<file path="src/hw/rtl/npi_pkg.sv">
// Package: shared types, constants and helpers of the Neville interpolator.
package npi_pkg;

  localparam int MaxPoints = 8;
  localparam int IdxW      = $clog2(MaxPoints);
  localparam int CntW      = $clog2(MaxPoints + 1);
  localparam int WideW     = 48;
  localparam logic [3:0] NumPointsReset = 4'd2;

  localparam logic OpLoad = 1'b0;
  localparam logic OpEval = 1'b1;

  typedef struct packed {
    logic               op;
    logic [2:0]         point_index;
    logic signed [31:0] point_x;
    logic signed [31:0] point_y;
    logic signed [31:0] query_x;
  } npi_in_t;

  typedef struct packed {
    logic signed [31:0] result_y;
    logic               duplicate_x;
    logic               saturated;
  } npi_out_t;

  // divider control and status
  typedef struct packed {
    logic        start;
    logic [63:0] num;
    logic [32:0] den;
  } npi_div_req_t;

  typedef struct packed {
    logic        done;
    logic [63:0] quo;
  } npi_div_rsp_t;

  localparam logic signed [WideW-1:0] WideMax = {1'b0, {(WideW-1){1'b1}}};
  localparam logic signed [WideW-1:0] WideMin = {1'b1, {(WideW-1){1'b0}}};

  // saturate a 50 bit signed value to 48 bits
  function automatic logic signed [WideW-1:0] sat_wide(input logic signed [WideW+1:0] v,
                                                       output logic s);
    s = 1'b0;
    if (v > $signed({{2{1'b0}}, WideMax})) begin
      s = 1'b1;
      return WideMax;
    end
    if (v < $signed({{2{1'b1}}, WideMin})) begin
      s = 1'b1;
      return WideMin;
    end
    return v[WideW-1:0];
  endfunction

  // magnitude with sign into a signed 48 bit value
  function automatic logic signed [WideW-1:0] signed_from(input logic [63:0] m,
                                                          input logic neg,
                                                          output logic s);
    logic [63:0] bound;
    logic [63:0] mm;
    bound = neg ? 64'h0000_8000_0000_0000 : 64'h0000_7FFF_FFFF_FFFF;
    mm = m;
    s = 1'b0;
    if (mm > bound) begin
      mm = bound;
      s = 1'b1;
    end
    return neg ? WideW'(-mm) : mm[WideW-1:0];
  endfunction

endpackage

</file>
<file path="src/hw/rtl/npi_div.sv">
// Radix-2 restoring divider, one quotient bit per cycle, unsigned 64 / 33.
module npi_div (
  input  logic                  clk_i,
  input  logic                  rst_ni,
  input  npi_pkg::npi_div_req_t req_i,
  output npi_pkg::npi_div_rsp_t rsp_o
);
  import npi_pkg::*;

  logic [63:0] quo_q, quo_d;
  logic [32:0] den_q, den_d;
  logic [33:0] rem_q, rem_d;
  logic [6:0]  cnt_q, cnt_d;
  logic        run_q, run_d;
  logic        done_q, done_d;
  logic [33:0] trial;

  always_comb begin
    quo_d  = quo_q;
    den_d  = den_q;
    rem_d  = rem_q;
    cnt_d  = cnt_q;
    run_d  = run_q;
    done_d = 1'b0;
    trial  = {rem_q[32:0], quo_q[63]};
    if (req_i.start) begin
      quo_d = req_i.num;
      den_d = req_i.den;
      rem_d = '0;
      cnt_d = 7'd0;
      run_d = 1'b1;
    end else if (run_q) begin
      // shift in one numerator bit and try the subtract
      if (trial >= {1'b0, den_q}) begin
        rem_d = trial - {1'b0, den_q};
        quo_d = {quo_q[62:0], 1'b1};
      end else begin
        rem_d = trial;
        quo_d = {quo_q[62:0], 1'b0};
      end
      cnt_d = cnt_q + 7'd1;
      if (cnt_q == 7'd63) begin
        run_d  = 1'b0;
        done_d = 1'b1;
      end
    end
  end

  always_ff @(posedge clk_i or negedge rst_ni) begin
    if (!rst_ni) begin
      run_q  <= 1'b0;
      done_q <= 1'b0;
      cnt_q  <= '0;
    end else begin
      run_q  <= run_d;
      done_q <= done_d;
      cnt_q  <= cnt_d;
    end
  end

  always_ff @(posedge clk_i) begin
    quo_q <= quo_d;
    den_q <= den_d;
    rem_q <= rem_d;
  end

  assign rsp_o.done = done_q;
  assign rsp_o.quo  = quo_q;

  assert property (@(posedge clk_i) disable iff (!rst_ni) done_q |-> !run_q)
    else $error("divider done while running");
  assert property (@(posedge clk_i) disable iff (!rst_ni) req_i.start |=> run_q)
    else $error("divider did not start");
  assert property (@(posedge clk_i) disable iff (!rst_ni) !run_q |-> cnt_q == 7'd0 || done_q
                   || $past(done_q) || cnt_q == 7'd64)
    else $error("divider count off while idle");

endmodule

</file>
<file path="config.mk">
export PLATFORM = sky130hd
export DESIGN_NAME = npi_div
export DESIGN_NICKNAME = d
export VERILOG_FILES = /design/src/hw/rtl/npi_pkg.sv /design/src/hw/rtl/npi_div.sv
export SDC_FILE = /design/constraint.sdc
export NUM_CORES = 1
export LEC_CHECK = 0
export ABC_AREA = 1
export BUFFER_PORTS_ARGS = -buffer_cell sky130_fd_sc_hd__buf_2
export CORE_MARGIN = 2
export CORE_UTILIZATION = 35
export CTS_CLUSTER_SIZE = 12
export DETAILED_ROUTE_END_ITERATION = 8
export HOLD_SLACK_MARGIN = 0.1
export PLACE_DENSITY = 0.53
export SETUP_SLACK_MARGIN = 0.15
export SYNTH_ARGS = -nofsm -noshare
export SYNTH_HDL_FRONTEND = slang
export SYNTH_SLANG_ARGS = --single-unit
</file>
<file path="constraint.sdc">
create_clock -name clk_i -period 7.4 [get_ports clk_i]
set_input_delay 0 -clock clk_i [delete_from_list [all_inputs] [get_ports clk_i]]
set_output_delay 0 -clock clk_i [all_outputs]
set_load 0.02 [all_outputs]
</file>
After elaboration in Yosys (flattened, before gate mapping):

Cells that the tools add are included.

* bits in registers: 139
* word-level logic and storage cells: 23

* magnitude comparators: 1
* reductions and logical operators: 1
* equal/unequal tests: 1
* add/sub/neg operators: 2
* mux-type cells: 12

Operators by type and width (number)
* $mux 64: 2
* $ge 34x33->1: 1
* $mux 33: 1
* $sub 33x33->33: 1
* $mux 7: 2
* $add 7x1->7 const B: 1
* $eq 7x6->1 const B: 1
* $mux 1: 7
* $reduce_bool 2->1: 1

Longest topological paths before layout:

* word-level depth: 4
* mapped depth: 17
* depth with buffers taken out: 17

Least setup slack after synthesis:

No wires, ideal clock.

* path kind: register -> register
* start point: register run_q
* end point: register quo_q[0] (enable)
* path slack: 4.150 ns
* stages on the path, launching flop included: 5
* library setup time: 0.454 ns
* clock period less this slack: 3.250 ns
* buffers on the path: 2
* arrival: 2.797 ns
* cells stage by stage: dfrtp_1 > clkbuf_1 > nor2_1 > inv_1 > clkbuf_1

* cells in the longest elaborated chain, start to end: 1

RTL lines
* from (decl): line npi_div.sv:14 `logic run_q, run_d;`
* from (signal assigned): line npi_div.sv:55 `run_q <= run_d;`
* $reduce_bool 2->1 (no source line)
* to (signal assigned): line npi_div.sv:62 `quo_q <= quo_d;`
* to (decl): line npi_div.sv:10 `logic [63:0] quo_q, quo_d;`

No other way between the ends.
A chain may end at the register's enable or synchronous reset.

Worst setup path in the final report:

* start point: register den_q[31]
* end point: register rem_q[13]

* cells in the longest elaborated chain, start to end: 2

RTL lines
* from (decl): line npi_div.sv:11 `logic [32:0] den_q, den_d;`
* from (signal assigned): line npi_div.sv:63 `den_q <= den_d;`
* $ge 34x33->1: line npi_div.sv:34 `if (trial >= {1'b0, den_q}) begin`
* $mux 33: line npi_div.sv:34
* to (signal assigned): line npi_div.sv:64 `rem_q <= rem_d;`
* to (decl): line npi_div.sv:12 `logic [33:0] rem_q, rem_d;`

No other way between the ends.

==> metrics.txt <==
outcome=finished, final reports clean; arrival time worst endpoint=3.20 ns; synthesized area per cell=7.25 um^2; slack of the worst reg-to-reg path=4.55 ns; Post-Route Setup TNS=0 ns; count of buffers inserted at the top-level ports=164; largest voltage drop on the vdd net=0.159 mV; depth of the worst register-to-register path=13; Crit path required time=7.75 ns; most common flop cell mapped by yosys=edfxtp_1; initial antenna violation count=0; Top Family by Delay on Critical Path=simple AND/OR/NAND/NOR gates; Layout Area Growth over Synthesis=32.1%; number of standard-cell rows in the floorplan=56; Inserted Diodes=0; vias=7782; maximum buffer depth of the clock tree=2; number of enable-type register cells in the synthesized netlist=97; critical path fanouts, max=32; Cell Area, Placed=9500 um^2; leading area contributor after synthesis=edfxtp_1; Yosys top cell area share=34.7%; Syn Std Cell Area=8380 um^2; flip-flop and latch count after synthesis=139; synth cell count leaders=nand2_1 (520), inv_1 (186), edfxtp_1 (97); hold-critical path endpoint=den_q[30]; clock tree skew after final layout=0.0175 ns; total of hold buffers inserted after clock tree synthesis=100; cell chain of the critical path=inv_1, ha_1, a21o_1, nand2_1, nand2_1, nor2_1, nand3_2, nor2_4, buf_4, nand2_4, nand2_1, nand3_1, o21ai_1; final critical-path share of the clock period=38.5%; final setup violating endpoints=0; clock tree from TritonCTS=done; Critical path buffers and inverters=2; number of primary I/O pins=165; Critical R2R Capture=rem_q[13]; most common cell in the synthesized netlist=nand2_1; final cell area excluding filler cells=11100 um^2; clock latency reported for the late side of the worst-skew pair=0.43 ns; antenna-violating nets left=0; TritonRoute pass-1 iters=5; static leakage=0.00584 uW; Worst Tran Pin Value=0.892 ns; count of max-cap constraint violations=0; floorplan die width=159 um; count of unresolved DRC violations after routing=0; sequential element share of the synthesized area=45.3%; CP peak stage delay=0.42 ns; startpoint kind of the worst setup timing path=flip-flop; total number of yosys warnings=0; clock sinks=139; number of cells traversed by the worst hold path=2; normalized max-slew margin=40.4%; count of different cell masters after synthesis=35; Critical Setup Path Class=reg -> reg; type of the worst min-delay path=in -> reg; GP Congestion=0.874; Worst-path clk slew=0.07 ns; HPWL after DPL=17.8 mm; Die Span Y=159 um; global-route wire length before repair=40.1 mm; critical path capture point type=flip-flop; global route total overflow=0; power per cell area=286 nW/um^2; total CTS buffers=17; number of global-route vias before repair=7809; clock period minus final worst setup slack=2.85 ns; worst r2r src=den_q[31]; Placeable Area=23500 um^2; net count after synthesis=1292; leading cell types by total area after synthesis=edfxtp_1 (35%), nand2_1 (23%), inv_1 (8.3%); Tot GR Track Use=19.9%; RSZ-0062 raised after global routing=false; Final Hold Vio Count=0; Setup Buffers After CTS=0; Net count, final=1549; ratio of cells with drive above 1 in the final layout=15.4%; startpoint of the most critical hold path=req_i[30]; # resized after CTS=0; total count of max-transition violations in the final report=0; deepest level of the CTS H-tree=4; highest attainable clock frequency=351 MHz; via-per-instance ratio=4.46; largest net degree at the start of global routing=72; Crit path top cell by count=nand2_1; Die Outline Area=25200 um^2; CTS Root Buffer Type=clkbuf_16; async set-reset flop share out of synthesis=6.47%; slowest stage cell on the critical path=nor2_4; Initial DRC Count=425; effective utilization at floorplan=35.7%; number of cells produced by synthesis=1157; total wirelength of the detailed-routed design=24.8 mm; WL/cell=14.2 um
==> power breakdown <==
part	leakage, uW	switching [uW]	total, uW	internal (uW)
clock network	0.000283	400	851	451
logic	0.00414	815	1290	471
registers	0.00142	72.4	1030	955
total	0.00584	1290	3160	1880
==> worst register-to-register path, cell delays in order (launching register included) <==
cell      delay, ns
edfxtp_1       0.32
inv_1          0.04
ha_1           0.36
a21o_1         0.23
nand2_1        0.06
nand2_1        0.05
nor2_1         0.18
nand3_2        0.12
nor2_4         0.42
buf_4          0.35
nand2_4        0.29
nand2_1        0.14
nand3_1        0.10
o21ai_1        0.12
==> cell families (layout without fill, tap and decap cells) <==
family	count (synthesis)	after routing	synth area share, %
compound gates	47	47	2.91
xor+xnor	15	15	1.57
fa+ha+maj	35	35	5.31
buf+inv	223	493	10.4
flops	139	139	45.3
simple gates	698	698	34.5
==> routing by layer <==
metal  up-vias  GRT usage, %  share of wire (%)
met4         0          3.21               0.57
met2       204          33.5                 47
li1       4103             -                  -
met5         -             0                  0
met1      3466          26.0                 46
met3         9          5.30                6.3
==> cell usage in the layout, fill, tap and decap left out, types with 2 or more instances in the layout <==
cell	netlist	layout
xnor2_1	13	13
o21ai_0	8	8
inv_6	0	5
a21oi_1	22	22
buf_2	8	163
inv_1	186	185
nand2_1	520	520
nor2_1	49	48
nand2_2	3	3
o21ai_1	13	13
clkinv_4	0	3
nor2_4	1	2
nand3b_1	21	21
nand3_1	76	76
xor2_1	2	2
nor3_1	8	8
ha_1	34	34
and2_1	6	6
inv_8	0	5
clkbuf_16	0	17
buf_4	1	6
nand3_2	2	2
dfxtp_1	33	33
nand4_1	4	4
nor2_2	4	4
inv_2	5	5
edfxtp_1	97	97
dlygate4sd3_1	0	100
o21bai_1	2	2
nand2_4	2	2
dfrtp_1	9	9
==> layout make-up <==
type	instances	area [um^2]
Clock buffer	18	429
Clock inverter	14	143
Fill cell	2344	12400
Inverter	192	722
Multi-Input combinational cell	795	3720
Sequential cell	139	3800
Tap cell	319	399
Timing Repair Buffer	269	1860
==> state kept, by name (all words and copies together) (netlist names) <==
name / flops
rem_q: 33
run_q: 1
cnt_q: 7
den_q: 33
quo_q: 64
done_q: 1
==> how the worst max path moves through the flow <==
stage | startpoint | end | slack, ns | depth (start not counted)
detailed placement | den_q[31] | rem_q[16] | 4.56 | 13
global route | den_q[31] | rem_q[14] | 4.29 | 13
finish | den_q[31] | rem_q[13] | 4.55 | 13
CTS | den_q[31] | rem_q[13] | 4.54 | 13
floorplan | run_q | quo_q[0] | 4.15 | 4
global placement | den_q[31] | rem_q[16] | 4.56 | 13
==> through the flow <==
step	utilization (%)	total power (uW)	std cells	hold slack (ns)	setup slack, ns
2_1_floorplan	-	1960	1157	-0.296	4.15
3_3_place_gp	40.5	2290	1614	-0.128	4.56
3_5_place_dp	40.5	2280	1614	-0.125	4.56
4_1_cts	47.2	3190	1746	0.265	4.54
5_1_grt	47.2	3410	1746	0.277	4.29
6_report	47.2	3160	1746	0.288	4.55
Note: power is estimated with default switching activity, not from simulation.
