`config.mk`:
```
export PLATFORM = sky130hd
export DESIGN_NAME = npi_ram
export DESIGN_NICKNAME = d
export VERILOG_FILES = /design/src/hw/rtl/npi_ram.sv
export SDC_FILE = /design/constraint.sdc
export NUM_CORES = 1
export LEC_CHECK = 0
export BUFFER_PORTS_ARGS = -buffer_cell sky130_fd_sc_hd__buf_2
export CAP_MARGIN = 15
export CORE_ASPECT_RATIO = 1.1
export CORE_MARGIN = 2
export CORE_UTILIZATION = 45
export CTS_BUF_LIST = sky130_fd_sc_hd__clkbuf_4 sky130_fd_sc_hd__clkbuf_8
export DETAILED_ROUTE_END_ITERATION = 8
export GPL_TIMING_DRIVEN = 0
export HOLD_SLACK_MARGIN = 0.05
export PLACE_DENSITY = 0.71
export SETUP_SLACK_MARGIN = 0.5
export SLEW_MARGIN = 20
export SYNTH_ARGS = -nofsm -noshare
export SYNTH_HDL_FRONTEND = slang
export SYNTH_SLANG_ARGS = --single-unit
```
`constraint.sdc`:
```
create_clock -name clk_i -period 3.7 [get_ports clk_i]
set_input_delay 0.185 -clock clk_i [delete_from_list [all_inputs] [get_ports clk_i]]
set_output_delay 0.185 -clock clk_i [all_outputs]
set_load 0.01 [all_outputs]
```
`src/hw/rtl/npi_ram.sv`:
```
// Generic single-port-write, registered-read RAM.
module npi_ram #(
  parameter int Width = 32,
  parameter int Depth = 8
) (
  input  logic                     clk_i,
  input  logic                     we_i,
  input  logic [$clog2(Depth)-1:0] waddr_i,
  input  logic [Width-1:0]         wdata_i,
  input  logic [$clog2(Depth)-1:0] raddr_i,
  output logic [Width-1:0]         rdata_o
);
  logic [Width-1:0] mem_q [Depth];

  always_ff @(posedge clk_i) begin
    if (we_i) begin
      mem_q[waddr_i] <= wdata_i;
    end
    rdata_o <= mem_q[raddr_i];
  end
endmodule

```
After elaboration in Yosys (flattened, before gate mapping)
Memory sizes are Yosys's and may differ from the RTL's. A register that Yosys moved wholly into a read port is not among the register bits.
Index checks and enable logic that the tools add are counted.
{ "word_totals": {"reg_bits": 0, "mem_bits_rw": 256, "inputBits": 40, "output_inout_bits": 32, "word_cells": 3, "mem_count": 1} }
{ "classes": {"muxes": 2} }
{ "mem_list": {"columns": ["memory", "words", "word_bits", "rd", "rd_clocked_by_memory_dff", "wr", "line", "rtl"], "rows": [
  ["mem_q", 8, 32, 1, 1, 1, "13", "logic [Width-1:0] mem_q [Depth];"]
]} }
{ "ops": {"columns": ["cell", "n"], "rows": [
  ["$mux 1", 2]
]} }

Depth between registers and ports, before layout
Gate-level depths: netlist (run 1).
{ "logic_depth": {"depth_word": 2, "depth_mapped": 4, "mapped_depth_nobuf": 2} }

Worst setup path before layout (run 1)
Ideal clock, no wire load.
{ "synth_timing": {"path_kind": "input to register", "from": "input waddr_i[2]", "to": "memory mem_q[0][0], enable pin", "setup_time_ps": 461, "arrival_ps": 2571, "t_required_ps": 3239, "slack_ps": 668, "path_stages": 2, "path_buffers": 0, "cell_sequence": "nand2b_1 -> nor3_1"} }
{ "synth_rtl": {"columns": ["item", "line", "rtl"], "rows": [
  ["start, declared", "8", "input logic [$clog2(Depth)-1:0] waddr_i,"],
  ["end, declared", "13", null]
]} }
Straight into the memory's write port.

Final worst setup path (run 1)
{ "layout_timing": {"from": "input waddr_i[1]", "to": "memory mem_q[0][15], enable pin"} }
Straight into the memory's write port.

==> results of run 1 <==
## routing by layer
metal  track usage (%)  routed length [um]
met1              21.8                8320
met4              5.76                 382
met5                 0                   0
met2              27.6               10000
met3              3.47                 990
## stage by stage
| stage | instances | power [uW] | hold slack (ns) | setup slack [ns] |
|---|---|---|---|---|
| 2_1_floorplan | 415 | 3970 | 0.284 | 0.668 |
| 3_3_place_gp | 783 | 4110 | 0.435 | -1.78 |
| 3_5_place_dp | 802 | 4150 | 0.454 | 1.69 |
| 4_1_cts | 917 | 6750 | 0.0668 | 1.97 |
| 5_1_grt | 917 | 6910 | 0.0978 | 1.87 |
| 6_report | 917 | 6670 | 0.110 | 1.94 |
## state kept, by name (all words and copies together) (netlist names)
signal and flops:
rdata_o 32, mem_q 256
## power breakdown
group | switching, uW | leakage (uW) | internal (uW)
clock network | 1140 | 0.000466 | 1430
registers | 29.3 | 0.00260 | 3670
logic | 200 | 0.00135 | 202
## worst reg2reg max path, stage by stage (launching register included)
cell	delay, ns
edfxtp_1	0.39
mux4_1	0.49
mux2_2	0.29
## Yosys cell counts
master	number	area (um^2)
nor2_1	6	22.5
dfxtp_1	32	641
buf_1	4	15.0
nor3_1	2	10.0
mux4_2	24	541
buf_6	7	78.8
nand2_1	2	7.51
buf_2	6	30.0
mux2_2	32	360
edfxtp_1	256	7690
mux4_1	40	1050
clkbuf_1	1	3.75
nand2b_1	3	18.8
## kinds of logic after synthesis
group | Yosys count
buffers and inverters | 18
flip-flops | 288
multiplexers | 96
AND/OR/NAND/NOR | 13
## path summary, 6_finish.rpt
kind / end / slack, ns / cells past startpoint / startpoint
worst min register to register: rdata_o[1] / 0.67 / 2 / mem_q[5][1]
worst min-delay path: mem_q[0][13] / 0.11 / 2 / waddr_i[0]
worst max register to register: rdata_o[5] / 2.40 / 2 / mem_q[2][5]
worst max-delay path: mem_q[0][15] / 1.94 / 6 / waddr_i[1]
## area by class of cell
class	count	area share, %
buffer	18	1.00
multi-input combinational	109	16.2
clock inverter	13	0.678
clock buffer	68	6.22
sequential	288	65.4
tap	300	2.95
timing repair buffer	121	7.54
==> metrics.cfg, run 1 <==
[yosys]
synth-xor-area-share_pct=0
muxShareOfSynthArea_pct=18.6
ys_ff_latch=288
synth_cell_types=13
synth_compound_area_share_pct=0
synthesis.nets=455
ys_warn_count=0
syn_area_per_cell_um2=25.2
synth-simple-area-share_pct=0.562
syn_area_mm2=0.0105
ys_seq_area_share_pct=79.6
synth_adder_area_share_pct=0
syn_inst=415
synth_top_family_by_area=multiplexers

[final_layout]
mostFrequentLayoutCell=edfxtp_1
antennaDiodeCount=0
nNetsFinal=622
regArea_mm2=0.00833
layout-drive-gt1-share_pct=38.6
multi_input_area_mm2=0.00207
final_util_pct=55.7
final_cell_mix=edfxtp_1, buf_2, clkbuf_8
area_growth_syn_to_layout_pct=21.7
design_area_mm2=0.0127
fillers=1688

[grt]
grt_pass1_vias=4994
grt_max_degree=20
grt_overflow=0
grt.total_usage_pct=16.5
grt_pass1_wl_mm=29.4
antenna_found_initial=0

[timing]
fin_crit_ns=1.76
slew_violations=0
maxSlewHeadroom_pct=44.7
tns_ns=0
finalCritPeriodShare_pct=47.5
fin_skew_ns=0.0181
final_hold_viol_count=0
setup_viol=0
rsz0062_at_grt=no
max_freq_mhz=569
worst_pin_slew_ns=0.830

[detailed_routing]
drt-vias-per-instance=5.12
dr.pass1.iters=4
remaining_drc_errors=0
antenna_left=0
wirelength_mm=19.7
drt-initial-drc-count=366
num_vias=4699
wire_per_inst_um=21.5

[clock_network]
clockRootBuffer=clkbuf_8
ctsHoldBuffers=34
ctsResizeCount=0
h-tree-depth=2
cts.clk_slew.worst_paths_ns=0.06
clk_latency_ns=0.54
cts_sinks=288
cts_setup_buffers=0
cts_buffers=44
clockBufferDepth=3
cts_tree=yes

[die]
die_h_um=164
core-area_mm2=0.0229
ios=72
placementRows=58
initial_core_util_pct=45.8
die_w_um=149
die_area_mm2=0.0245

[worst_setup_path]
cpMostUsedCell=buf_4
crit_type=in -> reg
cp_slowest_stage_delay_ns=0.53
critPathSlowestCell=dlygate4sd3_1
crit_required_ns=3.94
cp_max_fo=7
path_delay_family=buffers and inverters
crit_arrival_ns=2.00
worst_setup_path_start_kind=input pin
crit_buf_inv=5
crit_chain=dlygate4sd3_1 -> buf_2 -> nor3_2 -> buf_4 -> buf_4 -> buf_6
end_kind=flip-flop

[placed_design]
hpwl_mm=12.1
place_area_mm2=0.0115
port_buffers=68
gp_congestion=0.687

[run_status]
status=finished clean

[pwr]
ir_drop_mv=0.249
p_leak_uw=0.00441
p_per_area_mw_per_mm2=524

[flow_run]
drv_cap=0

[hold_path]
min_path_type=in -> reg

No activity file was read; power rests on OpenSTA's default activity.
==> run 2: changes to the inputs <==
--- a/config.mk
+++ b/config.mk
@@ -5,6 +5,7 @@
 export SDC_FILE = /design/constraint.sdc
 export NUM_CORES = 1
 export LEC_CHECK = 0
+export ABC_AREA = 1
 export BUFFER_PORTS_ARGS = -buffer_cell sky130_fd_sc_hd__buf_2
 export CAP_MARGIN = 15
 export CORE_ASPECT_RATIO = 1.1
==> constraint.sdc (replaced) <==
create_clock -name clk_i -period 1.65 [get_ports clk_i]
set_input_delay 0.0825 -clock clk_i [delete_from_list [all_inputs] [get_ports clk_i]]
set_output_delay 0.0825 -clock clk_i [all_outputs]
set_load 0.01 [all_outputs]
==> run 2 against run 1 <==
Against the previous run:
- global-route usage up 2.5 points
- area after synthesis up 13%
- critical path type is now reg -> out
- die area up 13%
- sequential cell count unchanged
- via count up 69%
- synthesized cell count rose to 2.8 times the previous value
- sequential power up 120%
- register-to-register slack worse by 1.7 ns
- largest power group unchanged
- critical endpoint is now rdata_o[6]
- non-clock buffer count up 20
==> metrics.cfg, run 2 <==
[yosys]
synth-xor-area-share_pct=0  ; unchanged
synth.area.top_cells=edfxtp_1, nand2_1, inv_1, dfxtp_1, nand3_1
synth_cell_types=12  ; -1
async_flop_share_pct=0  ; unchanged
syn_inst=1156  ; +180%
ys_seq_area_share_pct=70.1  ; -9.4 points
synth_ff_type=edfxtp_1
muxShareOfSynthArea_pct=0  ; -19 points
synth-edff-count=256  ; unchanged
syn_area_per_cell_um2=10.3  ; -59%
synthesis.nets=1196  ; +160%
yosysMostFrequentCell=nand2_1
ys_warn_count=0  ; unchanged
syn_area_mm2=0.0119  ; +13%
synth_top_cell_by_area=edfxtp_1
synth_adder_area_share_pct=0  ; unchanged
synth-simple-area-share_pct=19.0  ; +18 points
synthTopCellsByCount=nand2_1, inv_1, edfxtp_1
synth_top_area_share_pct=64.7  ; -8.7 points
ys_ff_latch=288  ; unchanged
synth_top_family_by_area=simple AND/OR/NAND/NOR gates
synth_compound_area_share_pct=0  ; unchanged

[die]
die_h_um=174  ; +6.3%
core-area_mm2=0.0261  ; +14%
die_area_mm2=0.0277  ; +13%
placementRows=62  ; +6.9%
ios=72  ; unchanged
die_w_um=159  ; +6.3%
initial_core_util_pct=45.6  ; -0.24 points

[final_layout]
top_regs=mem_q (256), rdata_o (32)
layout-drive-gt1-share_pct=15.9  ; -23 points
regArea_mm2=0.00833  ; unchanged
fillers=2212  ; +31%
regMostFlops=mem_q
nNetsFinal=1354  ; +120%
largest_reg_flops=256  ; unchanged
multi_input_area_mm2=0.00233  ; +13%
design_area_mm2=0.0143  ; +12%
mostFrequentLayoutCell=nand2_1
final_util_pct=54.7  ; -1.0 points
final_cell_mix=nand2_1, inv_1, edfxtp_1
area_growth_syn_to_layout_pct=20.1

[timing]
fin_crit_ns=1.05
finalCritPeriodShare_pct=63.9
maxSlewHeadroom_pct=53.2  ; +8.5 points
rsz0062_at_grt=no
fin_skew_ns=0.00847  ; -0.00966 ns
max_freq_mhz=949
slew_violations=0  ; unchanged
setup_viol=0  ; unchanged
worst_pin_slew_ns=0.700  ; -0.130 ns
final_hold_viol_count=0  ; unchanged

[detailed_routing]
antenna_left=0  ; unchanged
num_vias=7919  ; +69%
wirelength_mm=26.2  ; +33%
dr.pass1.iters=7  ; +3
drt-vias-per-instance=4.65  ; -9.3%
remaining_drc_errors=0  ; unchanged
wire_per_inst_um=15.4  ; -29%
drt-initial-drc-count=651  ; +78%

[grt]
grt_pass1_wl_mm=41.1  ; +40%
grt.total_usage_pct=19.0  ; +2.5 points
antenna_found_initial=1  ; +1
grt_overflow=0  ; unchanged
grt_pass1_vias=7992  ; +60%
grt_max_degree=33  ; +65%

[clock_network]
cts_setup_buffers=0  ; unchanged
ctsResizeCount=0  ; unchanged
cts_buffers=45  ; +2.3%
cts_tree=yes
clk_latency_ns=0.54  ; about the same
cts_sinks=288  ; unchanged
h-tree-depth=2  ; unchanged
clockBufferDepth=3  ; unchanged
clockRootBuffer=clkbuf_8
cts.clk_slew.worst_paths_ns=0.07  ; about the same

[pwr]
swShare_pct=22.2  ; +1.8 points
p_comb_share_pct=7.6  ; +1.6 points
pwr-share-clk_pct=39.6  ; +1.1 points
power.switching_uw=3500  ; +160%
power_uw=15700  ; +140%
p_leak_uw=0.00660  ; +50%
seqPwrFrac_pct=52.8  ; -2.7 points
ir_drop_mv=0.676  ; +170%
p_per_area_mw_per_mm2=1100  ; +110%
p_int_uw=12200  ; +130%

[worst_setup_path]
path_delay_family=flip-flops
reg2reg_depth=6  ; +4
crit_type=reg -> out
crit_start=rdata_o[6]
cp-endpoint=rdata_o[6]
crit_buf_inv=1  ; -4
crit_required_ns=1.57  ; -2.37 ns
end_kind=primary output
r2r-end=rdata_o[31]
crit_chain=buf_2
reg2reg_slack_ns=0.74  ; -1.66 ns
cp_max_fo=1  ; -6
critPathSlowestCell=dfxtp_1
r2r-start=mem_q[5][31]
worst_setup_path_start_kind=flip-flop
cp.depth=1  ; -5
crit_arrival_ns=0.97  ; -1.03 ns
cp_slowest_stage_delay_ns=0.31  ; -0.22 ns

[placed_design]
port_buffers=70  ; +2.9%
hpwl_mm=15.6  ; +29%
gp_congestion=0.735  ; +7.0%
place_area_mm2=0.0128  ; +11%

[hold_path]
min_path_type=in -> reg

[flow_run]
drv_cap=0  ; unchanged

[run_status]
status=finished clean

-- run 2: changes by cell type after synthesis, sizes merged, moves of 3 or more --
cell and delta:
nand2 +420, inv +262, nand3 +128, mux4 -64, mux2 -32, buf +24
clkbuf +6, nand2b -3
-- run 2: tightest hold or removal path: cells and delay by family --
kind / cells / cell delay (ns)
AND/OR/NAND/NOR: 2 / 0.23
buffers and inverters: 1 / 0.12
-- run 2: logic make-up (layout without fill, tap and decap cells) --
| group | after synthesis | in the layout |
|---|---|---|
| flops | 288 | 288 |
| simple gates | 558 | 558 |
| buf+inv | 310 | 504 |
| other cells | 0 | 1 |
-- run 2: power by group through the flow --
stage / Clock (uW) / Combinational, uW / Sequential (uW)
CTS: 6320 / 1180 / 8300
finish: 6220 / 1190 / 8300
detailed placement: 0 / 1110 / 8450
global route: 6630 / 1330 / 8320
global placement: 0 / 1070 / 8440
floorplan: 0 / 605 / 8490
-- run 2: cell type report --
type	instances	area share, %
antenna	1	0.0175
buffer	48	2.15
clock buffer	75	6.54
clock inverter	8	0.290
inverter	262	6.90
multi-input combinational	558	16.4
sequential	288	58.4
tap	352	3.09
timing repair buffer	111	6.26
-- run 2: what timing repair did --
action / CTS / global route
endpoints found under the hold margin: 258 / 0
hold buffers: 33 / 0
endpoints found under the setup margin: 16 / 0
-- run 2: how the worst min path moves through the flow --
| stage | slack [ns] | from | cells after the start | end |
|---|---|---|---|---|
| 2_1_floorplan | 0.18 | wdata_i[0] | 0 | mem_q[0][0] |
| 4_1_cts | 0.08 | raddr_i[1] | 6 | rdata_o[1] |
| 3_5_place_dp | 0.35 | wdata_i[11] | 1 | mem_q[0][11] |
| 3_3_place_gp | 0.35 | wdata_i[30] | 1 | mem_q[0][30] |
| 5_1_grt | 0.08 | waddr_i[2] | 3 | mem_q[5][30] |
| 6_report | 0.09 | waddr_i[2] | 3 | mem_q[5][27] |
-- run 2: per-layer routing --
metal	vias to the layer above	track usage [%]	routed length, um	part of all wire (%)
met3	45	3.22	1930	7.4
li1	3904	-	-	-
met2	312	33.0	12900	49
met5	-	0	0	0
met1	3658	24.3	10900	42
met4	0	6.89	519	2.0
-- run 2: through the flow --
stage | hold slack [ns] | setup WS (ns) | TNS, ns | cells
after floorplan | 0.181 | 0.514 | 0 | 1156
after global placement | 0.347 | -0.0811 | -7.82 | 1578
after detailed placement | 0.352 | -0.0754 | -6.93 | 1580
after CTS | 0.0849 | 0.488 | 0 | 1696
after global routing | 0.0815 | 0.550 | 0 | 1703
final | 0.0878 | 0.596 | 0 | 1703
